--- config.mk ---
export PLATFORM = sky130hd
export DESIGN_NAME = aabb_collision_resolver
export DESIGN_NICKNAME = d
export VERILOG_FILES = /design/src/hw/rtl/acr_pkg.sv /design/src/hw/rtl/aabb_collision_resolver.sv /design/src/hw/rtl/acr_obstacle_ram.sv /design/src/hw/rtl/acr_push_unit.sv
export SDC_FILE = /design/constraint.sdc
export NUM_CORES = 2
export LEC_CHECK = 0
export BUFFER_PORTS_ARGS = -buffer_cell sky130_fd_sc_hd__buf_2
export CORE_MARGIN = 3
export CORE_UTILIZATION = 30
export DETAILED_ROUTE_END_ITERATION = 16
export GPL_TIMING_DRIVEN = 0
export PLACE_DENSITY = 0.44
export SYNTH_ARGS = -nofsm -noshare
export SYNTH_HDL_FRONTEND = slang
export SYNTH_HIERARCHICAL = 1
export SYNTH_SLANG_ARGS = --single-unit
--- constraint.sdc ---
create_clock -name clk -period 10.8 [get_ports clk]
set_input_delay 1.08 -clock clk [delete_from_list [all_inputs] [get_ports clk]]
set_output_delay 1.08 -clock clk [all_outputs]
set_load 0.02 [all_outputs]
--- src/hw/rtl/acr_pkg.sv ---
`default_nettype none
package acr_pkg;

  localparam int MAX_OBSTACLES = 64;
  localparam int COORD_BITS    = 16;

  localparam int PUSH_W = COORD_BITS + 1;
  localparam int SUM_W  = COORD_BITS + 2;
  localparam int IDX_W  = (MAX_OBSTACLES > 1) ? $clog2(MAX_OBSTACLES) : 1;
  localparam int CNT_W  = $clog2(MAX_OBSTACLES + 1);
  localparam int CFG_W  = 7;
  localparam int EIDX_W = 6;

  // Input word layout, lowest bit first.
  localparam int OFF_LEFT     = EIDX_W;
  localparam int OFF_TOP      = OFF_LEFT + COORD_BITS;
  localparam int OFF_RIGHT    = OFF_TOP + COORD_BITS;
  localparam int OFF_BOTTOM   = OFF_RIGHT + COORD_BITS;
  localparam int OFF_POS_X    = OFF_BOTTOM + COORD_BITS;
  localparam int OFF_POS_Y    = OFF_POS_X + COORD_BITS;
  localparam int IN_DATA_BITS = OFF_POS_Y + COORD_BITS;
  localparam int IN_DATA_W    = ((IN_DATA_BITS + 7) / 8) * 8;

  // Result word layout, lowest bit first.
  localparam int OFF_NEW_Y     = COORD_BITS;
  localparam int OFF_PUSH_X    = OFF_NEW_Y + COORD_BITS;
  localparam int OFF_PUSH_Y    = OFF_PUSH_X + PUSH_W;
  localparam int OFF_OVERLAP   = OFF_PUSH_Y + PUSH_W;
  localparam int OUT_DATA_BITS = OFF_OVERLAP + 1;
  localparam int OUT_DATA_W    = ((OUT_DATA_BITS + 7) / 8) * 8;

  localparam logic REQ_WRITE = 1'b0;
  localparam logic REQ_QUERY = 1'b1;

  localparam logic signed [COORD_BITS-1:0] COORD_MAX = {1'b0, {(COORD_BITS-1){1'b1}}};
  localparam logic signed [COORD_BITS-1:0] COORD_MIN = {1'b1, {(COORD_BITS-1){1'b0}}};

  typedef struct packed {
    logic signed [COORD_BITS-1:0] left;
    logic signed [COORD_BITS-1:0] top;
    logic signed [COORD_BITS-1:0] right;
    logic signed [COORD_BITS-1:0] bottom;
  } rect_t;

  typedef struct packed {
    logic signed [PUSH_W-1:0] vx;
    logic signed [PUSH_W-1:0] vy;
    logic                     hit;
  } push_t;

  typedef enum logic [1:0] {
    S_IDLE,
    S_RUN,
    S_DONE
  } state_t;

  function automatic logic signed [COORD_BITS-1:0] sat_add(
    input logic signed [COORD_BITS-1:0] p,
    input logic signed [PUSH_W-1:0]     v
  );
    logic signed [SUM_W-1:0] sum;
    sum = SUM_W'(p) + SUM_W'(v);
    if (sum > SUM_W'(COORD_MAX)) begin
      return COORD_MAX;
    end else if (sum < SUM_W'(COORD_MIN)) begin
      return COORD_MIN;
    end
    return sum[COORD_BITS-1:0];
  endfunction

endpackage
`default_nettype wire

--- src/hw/rtl/aabb_collision_resolver.sv ---
// Obstacle table and collision resolver.
// The in_ channel carries two kinds of word, chosen by in_tuser. A write word
// stores one obstacle rectangle at entry_index and produces no result. A query
// word carries the mover's rectangle and position. The block then reads the
// first obstacle_count table entries (capped at the table depth) one per cycle
// and runs each through the shared push unit; the pushes are added to the
// position with saturation. After a query word is taken, in_tready stays low
// through the RAM reads, push register, accumulate, drain check and result
// load, with no reads when the count is zero. The result word is valid as
// soon as in_tready rises again.
// The result word goes into an output register. The block accepts new words
// while that word waits, but a finished query holds until the register frees,
// so a stalled receiver stops further input once a second query has finished.
// The cfg_ channel writes obstacle_count and is always ready; write it only
// while the block is idle. Reset clears the control state and the count;
// table entries stay undefined until written.
`default_nettype none
module aabb_collision_resolver (
  input  wire                             clk,
  input  wire                             rst_n,
  input  wire                             in_tvalid,
  output logic                            in_tready,
  // entry_index, rect_left, rect_top, rect_right, rect_bottom, pos_x, pos_y
  input  wire  [acr_pkg::IN_DATA_W-1:0]   in_tdata,
  // req_type
  input  wire                             in_tuser,
  output logic                            out_tvalid,
  input  wire                             out_tready,
  // new_pos_x, new_pos_y, push_x, push_y, any_overlap
  output logic [acr_pkg::OUT_DATA_W-1:0]  out_tdata,
  input  wire                             cfg_valid,
  output logic                            cfg_ready,
  input  wire  [acr_pkg::CFG_W-1:0]       cfg_data
);
  import acr_pkg::*;

  state_t                    state_r, state_nxt;
  logic [CFG_W-1:0]          cfg_count_r;
  logic [CNT_W-1:0]          n_r;
  logic [CNT_W-1:0]          addr_r;
  rect_t                     mov_r;
  logic signed [COORD_BITS-1:0] px_r, py_r;
  logic                      v1_r, v2_r;
  logic signed [PUSH_W-1:0]  vx_r, vy_r;
  logic                      hit_r;
  logic                      out_valid_r, out_valid_nxt;
  logic [OUT_DATA_W-1:0]     out_data_r;

  logic                      in_fire, wr_en, start, issue, load;
  logic [CNT_W-1:0]          n_clamp;
  rect_t                     in_rect, rd_data;
  push_t                     push;

  assign in_rect.left   = in_tdata[OFF_LEFT   +: COORD_BITS];
  assign in_rect.top    = in_tdata[OFF_TOP    +: COORD_BITS];
  assign in_rect.right  = in_tdata[OFF_RIGHT  +: COORD_BITS];
  assign in_rect.bottom = in_tdata[OFF_BOTTOM +: COORD_BITS];

  assign cfg_ready  = 1'b1;
  assign in_tready  = (state_r == S_IDLE);
  assign in_fire    = in_tvalid && in_tready;
  assign wr_en      = in_fire && (in_tuser == REQ_WRITE) &&
                      (32'(in_tdata[EIDX_W-1:0]) < MAX_OBSTACLES);
  assign start      = in_fire && (in_tuser == REQ_QUERY);
  assign issue      = (state_r == S_RUN) && (addr_r < n_r);
  assign n_clamp    = (32'(cfg_count_r) > MAX_OBSTACLES) ? CNT_W'(MAX_OBSTACLES)
                                                         : CNT_W'(cfg_count_r);
  assign out_tvalid = out_valid_r;
  assign out_tdata  = out_data_r;

  acr_obstacle_ram u_ram (
    .clk     (clk),
    .wr_en   (wr_en),
    .wr_addr (IDX_W'(in_tdata[EIDX_W-1:0])),
    .wr_data (in_rect),
    .rd_en   (issue),
    .rd_addr (addr_r[IDX_W-1:0]),
    .rd_data (rd_data)
  );

  acr_push_unit u_push (
    .obs  (rd_data),
    .mov  (mov_r),
    .push (push)
  );

  always_comb begin
    state_nxt     = state_r;
    load          = 1'b0;
    out_valid_nxt = out_valid_r && !out_tready;
    unique case (state_r)
      S_IDLE: begin
        if (start) begin
          state_nxt = S_RUN;
        end
      end
      S_RUN: begin
        if (!issue && !v1_r && !v2_r) begin
          state_nxt = S_DONE;
        end
      end
      S_DONE: begin
        if (!out_valid_r || out_tready) begin
          load          = 1'b1;
          out_valid_nxt = 1'b1;
          state_nxt     = S_IDLE;
        end
      end
      default: state_nxt = S_IDLE;
    endcase
  end

  always_ff @(posedge clk) begin
    if (!rst_n) begin
      state_r     <= S_IDLE;
      out_valid_r <= 1'b0;
      cfg_count_r <= '0;
      v1_r        <= 1'b0;
      v2_r        <= 1'b0;
    end else begin
      state_r     <= state_nxt;
      out_valid_r <= out_valid_nxt;
      v1_r        <= issue;
      v2_r        <= v1_r;
      if (cfg_valid && cfg_ready) begin
        cfg_count_r <= cfg_data;
      end
    end
  end

  always_ff @(posedge clk) begin
    if (start) begin
      mov_r  <= in_rect;
      px_r   <= in_tdata[OFF_POS_X +: COORD_BITS];
      py_r   <= in_tdata[OFF_POS_Y +: COORD_BITS];
      n_r    <= n_clamp;
      addr_r <= '0;
      vx_r   <= '0;
      vy_r   <= '0;
      hit_r  <= 1'b0;
    end else begin
      if (issue) begin
        addr_r <= addr_r + 1'b1;
      end
      if (v1_r) begin
        vx_r  <= push.vx;
        vy_r  <= push.vy;
        hit_r <= hit_r | push.hit;
      end
      if (v2_r) begin
        px_r <= sat_add(px_r, vx_r);
        py_r <= sat_add(py_r, vy_r);
      end
    end
    if (load) begin
      out_data_r <= OUT_DATA_W'({hit_r, vy_r, vx_r, py_r, px_r});
    end
  end

  a_addr_bound: assert property (@(posedge clk) disable iff (!rst_n)
    (state_r == S_RUN) |-> (addr_r <= n_r))
    else $error("obstacle address ran past the count");

  a_pipe_order: assert property (@(posedge clk) disable iff (!rst_n)
    v2_r |-> $past(v1_r))
    else $error("push stage valid without a preceding read");

  a_done_drained: assert property (@(posedge clk) disable iff (!rst_n)
    (state_r == S_DONE) |-> (!v1_r && !v2_r && !issue))
    else $error("query finished with work still in flight");

  a_result_source: assert property (@(posedge clk) disable iff (!rst_n)
    ($rose(out_valid_r)) |-> $past(state_r == S_DONE))
    else $error("result word loaded outside the finish step");

  a_busy_no_accept: assert property (@(posedge clk) disable iff (!rst_n)
    (v1_r || v2_r) |-> !in_tready)
    else $error("input taken while a query is still running");

endmodule
`default_nettype wire

--- src/hw/rtl/acr_obstacle_ram.sv ---
`default_nettype none
module acr_obstacle_ram (
  input  wire                        clk,
  input  wire                        wr_en,
  input  wire  [acr_pkg::IDX_W-1:0]  wr_addr,
  input  acr_pkg::rect_t             wr_data,
  input  wire                        rd_en,
  input  wire  [acr_pkg::IDX_W-1:0]  rd_addr,
  output acr_pkg::rect_t             rd_data
);
  import acr_pkg::*;

  rect_t mem [MAX_OBSTACLES];

  always_ff @(posedge clk) begin
    if (wr_en) begin
      mem[wr_addr] <= wr_data;
    end
  end

  always_ff @(posedge clk) begin
    if (rd_en) begin
      rd_data <= mem[rd_addr];
    end
  end

endmodule
`default_nettype wire

--- src/hw/rtl/acr_push_unit.sv ---
`default_nettype none
module acr_push_unit (
  input  acr_pkg::rect_t obs,
  input  acr_pkg::rect_t mov,
  output acr_pkg::push_t push
);
  import acr_pkg::*;

  logic signed [PUSH_W-1:0] gl, gr, gt, gb;
  logic signed [PUSH_W-1:0] hx, hy;
  logic                     miss;

  function automatic logic signed [PUSH_W-1:0] mag(input logic signed [PUSH_W-1:0] v);
    return (v < 0) ? -v : v;
  endfunction

  always_comb begin
    gl = PUSH_W'(obs.left)   - PUSH_W'(mov.right);
    gr = PUSH_W'(obs.right)  - PUSH_W'(mov.left);
    gt = PUSH_W'(obs.top)    - PUSH_W'(mov.bottom);
    gb = PUSH_W'(obs.bottom) - PUSH_W'(mov.top);

    // Touching edges give a zero gap and still count as contact for the push.
    miss = (gl > 0) || (gr < 0) || (gt > 0) || (gb < 0);
    hx   = (mag(gl) < gr) ? gl : gr;
    hy   = (mag(gt) < gb) ? gt : gb;

    push.hit = (gl < 0) && (gr > 0) && (gt < 0) && (gb > 0);
    push.vx  = '0;
    push.vy  = '0;
    if (!miss) begin
      if (mag(hx) < mag(hy)) begin
        push.vx = hx;
      end else begin
        push.vy = hy;
      end
    end
  end

endmodule
`default_nettype wire

======== After elaboration in Yosys (flattened, before gate mapping) ========
Memories as Yosys holds them, arrays and structs flattened. A register that Yosys moved wholly into a read port is not among the register bits.
Index checks and enable logic that the tools add are counted.
word-level totals
  register bits ........................... 224
  latch bits .............................. 0
  RAM bits ................................ 4096
  ROM bits ................................ 0
  input port bits ......................... 117
  output and inout port bits .............. 75
  word-level logic and storage cells ...... 114
  memories kept ........................... 1
operators by class
  add/subtract/negate cells ............... 11
  multipliers ............................. 0
  divide/modulo/power cells ............... 0
  $lt $le $gt $ge ......................... 19
  equal/unequal tests ..................... 5
  shift-type cells ........................ 0
  mux-type cells .......................... 37
  bitwise gates (word level) .............. 2
  reduce and logical (&&, ||, !) cells .... 22
memory list
  memory     depth  width  rd ports  clocked after memory_dff  wr ports  RTL line                text
  u_ram.mem  64     64     1         1                         1         acr_obstacle_ram.sv:13  rect_t mem [MAX_OBSTACLES];
operators by type and width
  cell                    number
  $mux W16                10
  $mux W17                8
  $lt A17 B1 Y1 const B   6
  $gt A17 B1 Y1 const B   4
  $neg A17 Y17            4
  $sub A16 B16 Y17        4
  $lt A17 B17 Y1          3
  $add A16 B17 Y18        2
  $gt A18 B16 Y1 const B  2
  $lt A18 B16 Y1 const B  2
  $mux W34                1
  $mux W1                 14
  $logic_and A1 B1 Y1     10
  $add A7 B1 Y7 const B   1
  $gt A7 B7 Y1 const B    1
  $lt A7 B7 Y1            1
  $mux W2                 3
  $pmux W2 S3             1
  $logic_not A1 Y1        5
  $logic_or A1 B1 Y1      4
  $ne A2 B1 Y1 const B    2
  $reduce_and A3 Y1       1
  $eq A2 B1 Y1 const B    1
  $eq A2 B2 Y1 const B    1
  other kinds (5)         5

======== Depth between registers and ports, before layout ========
  word-level depth ........................ 10
  depth in mapped cells ................... 41
  mapped depth without buffers ............ 36

======== Hierarchy ========
Netlist, hierarchy kept.
by module, submodules not included
  module                   instances  cells an instance  area an instance (µm²)  sequential area each (µm²)
  acr_obstacle_ram         1          6598               156989.3                124919.8
  aabb_collision_resolver  1          673                9392.8                  6185.9
  acr_push_unit            1          1008               7013.0                  0.0

======== Worst setup path after synthesis ========
OpenSTA, ideal clock, no wires.
  kind .................................... register -> register
  start ................................... reg mov_r[16] (netlist name)
  end ..................................... reg vy_r[3]
  setup time .............................. 0.128 ns
  data arrival time ....................... 8.197 ns
  data required time ...................... 10.672 ns
  slack ................................... 2.476 ns
  cell stages (with the launch flop) ...... 38
  buffers on the path ..................... 4
  period minus slack after synthesis ...... 8.324 ns
  path through ............................ edfxtp_1 ha_1 fa_1 nand2b_1 a21o_1 a211o_1 and4_1 mux2_2 a311oi_1 nand2_1 o21ai_0 xnor2_1 ha_1 nand4_1 a2111oi_0 nand2_1 a31o_2 buf_2 [2 not listed] o21ai_0 ha_1 a21boi_0 a21oi_1 xnor2_1 ha_1 a21o_1 a21o_1 a21oi_1 nor2b_1 o2111ai_1 o211ai_1 or3b_2 o21ai_1 clkbuf_1 nor3_2 mux2i_1 nor2_1
RTL lines
  item                      RTL line                        text
  start: declaration        aabb_collision_resolver.sv:41   rect_t mov_r;
  start signal: assignment  aabb_collision_resolver.sv:133  mov_r <= in_rect;
  end signal: assignment    aabb_collision_resolver.sv:147  vy_r <= push.vy;
  end: declaration          aabb_collision_resolver.sv:44   logic signed [PUSH_W-1:0] vx_r, vy_r;

==> metrics.csv <==
metric;value;unit
layout cells sized above 1;0.262;
critical path class;flip-flop to flip-flop;
clock-pin slew on the worst setup and hold paths;60;ps
sw frac;0.289;
Peak supply drop;154;uV
slew margin rel.;-0.105;
Seq pwr share;0.427;
Worst Hold Launch;in_tdata[69];
H-tree lvl count;5;
CORE AREA;0.575;sq mm
Worst Setup Start Kind;flip-flop;
pre-CTS setup slack;216;ps
Req. time, crit path;11680;ps
clock share of power;0.347;
Detailed Routing Iterations Pass 1;6;
Syn Inst Count;8279;
R2R Path Start;mov_r[16];
CTS tree;done;
Core Rows;278;
I/O Buffers;178;
fin worst setup slack;770;ps
die area;0.587;sq mm
Non-Filler Instances;17300;
Mapped Avg Cell Area;20.9;sq um
initial core utilization;0.302;
Die Y;766;microns
sequential fraction of the synthesis area;0.756;
combinational share of power;0.225;
vias in the first global route;91500;
most instantiated cells after synthesis;4330 x edfxtp_1, 1024 x mux4_2, 255 x nor2_1;
clk sinks;4384;
GRT overflow;0;
worst-margin pin slew;1650;ps
post-synth cell types;98;
prevailing post-synth register cell;edfxtp_1;
initial antenna violation count;86;
DRC;0;
drt initial violations;10800;
count leader, synth;edfxtp_1;
Clock Tree Root;clkbuf_16;
Internal;31.5;mW
failing checks;capacitance limit, slew limit;
first-pass GRT wire length;785000;microns
Slew Limit Fails;8;
RSZ-0062 raised after global routing;false;
fillers;53300;
# nets final;9452;
Arr. time, crit path;10910;ps
Crit. Startpoint;mov_r[16];
asr flop ratio synth;0;
Synth warnings;6;
gr usage total;0.193;
leading area contributor after synthesis;edfxtp_1;
status;complete, but fails checks;
CP peak stage delay;480;ps
CTS buffer count;454;
hold_ws;297;ps
Yosys top cell area share;0.750;
Min-Delay Path Class;primary input to flip-flop;
DR vias/cell;5.25;
Max Freq;99.7;MHz
post-synthesis cell area;0.173;sq mm
DRT antenna net count;0;
routability cong.;0.836;
hpwl dp;403000;microns
fin util;0.355;
CP endpoint kind;flip-flop;
net switching power;12.8;mW
setup TNS;0;ps
maximum clock insertion buffer count;4;
critical path's slowest cell;or3b_2;
Clock Skews;52.5;ps
CP dominant cell by count;ha_1;
pin count of the biggest net entering global routing;66;
pwr/cell area;217;mW/mm^2
setup bufs post-CTS;0;
Final setup viols;0;
cell count after placement;16400;
DIE WIDTH;766;microns
final cell area excluding filler cells;0.204;sq mm
Worst-Skew Late Latency;1040;ps
Max Cap Viol;4;
Hold Vio Cnt, Final;0;
top post-synthesis cells by area;edfxtp_1 75%, mux4_2 13%, ha_1 1.1%;
WL/cell;33.5;microns
io pins;192;
Final Cycle Share;0.929;
Synth Register Bits;4384;
total detailed-routing wirelength;579000;microns
Area growth syn-to-layout;17.8;%
Crit Path Max Fanout;10;
total power;44.3;mW
Tmin final;10030;ps
DP Area;0.190;sq mm
via count;90700;
Static Leakage;62.8;nW
number of synthesized flops with an enable pin;4330;
[power by group through the flow]
| stage | Sequential [mW] | Clock, mW | Combinational (mW) |
|---|---|---|---|
| final | 18.9 | 15.4 | 9.98 |
| after global routing | 18.9 | 16.4 | 10.6 |
| after CTS | 18.9 | 15.7 | 10.1 |
| after detailed placement | 19.3 | 0 | 10.1 |
| after global placement | 19.3 | 0 | 9.97 |
| after floorplan | 19.2 | 0 | 6.28 |
[placed cells by master, fill, tap and decap left out, drive strengths merged, types with 28 or more instances in the layout]
| cell | n |
|---|---|
| a21o | 47 |
| clkinv | 197 |
| xnor2 | 91 |
| o21ai | 81 |
| a211oi | 80 |
| nand2b | 33 |
| or3 | 42 |
| nor2 | 255 |
| buf | 689 |
| nor2b | 55 |
| and3 | 78 |
| mux4 | 1024 |
| dfxtp | 54 |
| o221ai | 41 |
| a21oi | 127 |
| nand2 | 146 |
| diode | 36 |
| bufinv | 38 |
| mux2i | 187 |
| inv | 155 |
| o22ai | 88 |
| or2 | 35 |
| a22oi | 169 |
| a22o | 88 |
| xor2 | 34 |
| nand3 | 76 |
| ha | 157 |
| nor3 | 58 |
| a41oi | 28 |
| clkbuf | 735 |
| edfxtp | 4330 |
| a31oi | 36 |
[cells by family (layout without fill, tap and decap cells)]
family          Yosys count  after routing  share of synthesized area
fa+ha+maj               163            163                     0.0120
mux                    1222           1222                      0.145
other cells               2             42                  0.0000433
compound gates          954            954                     0.0401
xor+xnor                125            125                    0.00640
buf+inv                 572           1839                     0.0150
flops                  4384           4384                      0.756
simple gates            857            857                     0.0258
[worst max-delay path: cells and delay by family, from the launching register on]
family                     cells  cell delay, ps
AOI/OAI and AO/OA             14            3240
and+or+nand+nor               11            2180
buffers and inverters          5            2010
adders and majority gates      5            1750
DFF                            1             360
xor gates and xnor gates       1             180
muxes                          1             160
[timing repair]
item / CTS / global route
endpoints found under the setup margin: 0 / 10
hold buffers: 0 / 0
resized for setup: 0 / 5
hold endpoints to repair: 0 / 0
[final timing paths]
path	end	slack, ps	depth (start not counted)
worst max-delay path	vy_r[9]	770	37
worst min-delay path	u_ram/mem[0][15]	300	1
worst max register to register	vy_r[9]	770	37
worst min register to register	out_tdata[66]	440	0
[routing by layer]
metal	GRT usage	vias to the layer above	routed length, microns
li1	-	36700	-
met1	0.265	49700	244000
met2	0.315	3534	277000
met4	0.0560	28	19400
met5	0	-	165
met3	0.0321	757	39800
[sequential cells by signal, indices dropped and copies added (netlist names), 16 cells and up]
register,count
py_r,16
u_ram/rd_data,64
px_r,16
vx_r,17
vy_r,17
mov_r,64
u_ram/mem,4096
out_tdata,67
[final cells by class]
cell class,instances,area (sq um),area share
Antenna cell,36,90.1,0.000441
Buffer,427,2070,0.0102
Clock buffer,564,11900,0.0581
Clock inverter,270,2580,0.0126
Inverter,145,547,0.00268
Multi-Input combinational cell,3327,40300,0.197
Sequential cell,4384,131000,0.642
Tap cell,7700,9630,0.0472
Timing Repair Buffer,433,6080,0.0298
(Power assumes the default switching activity.)
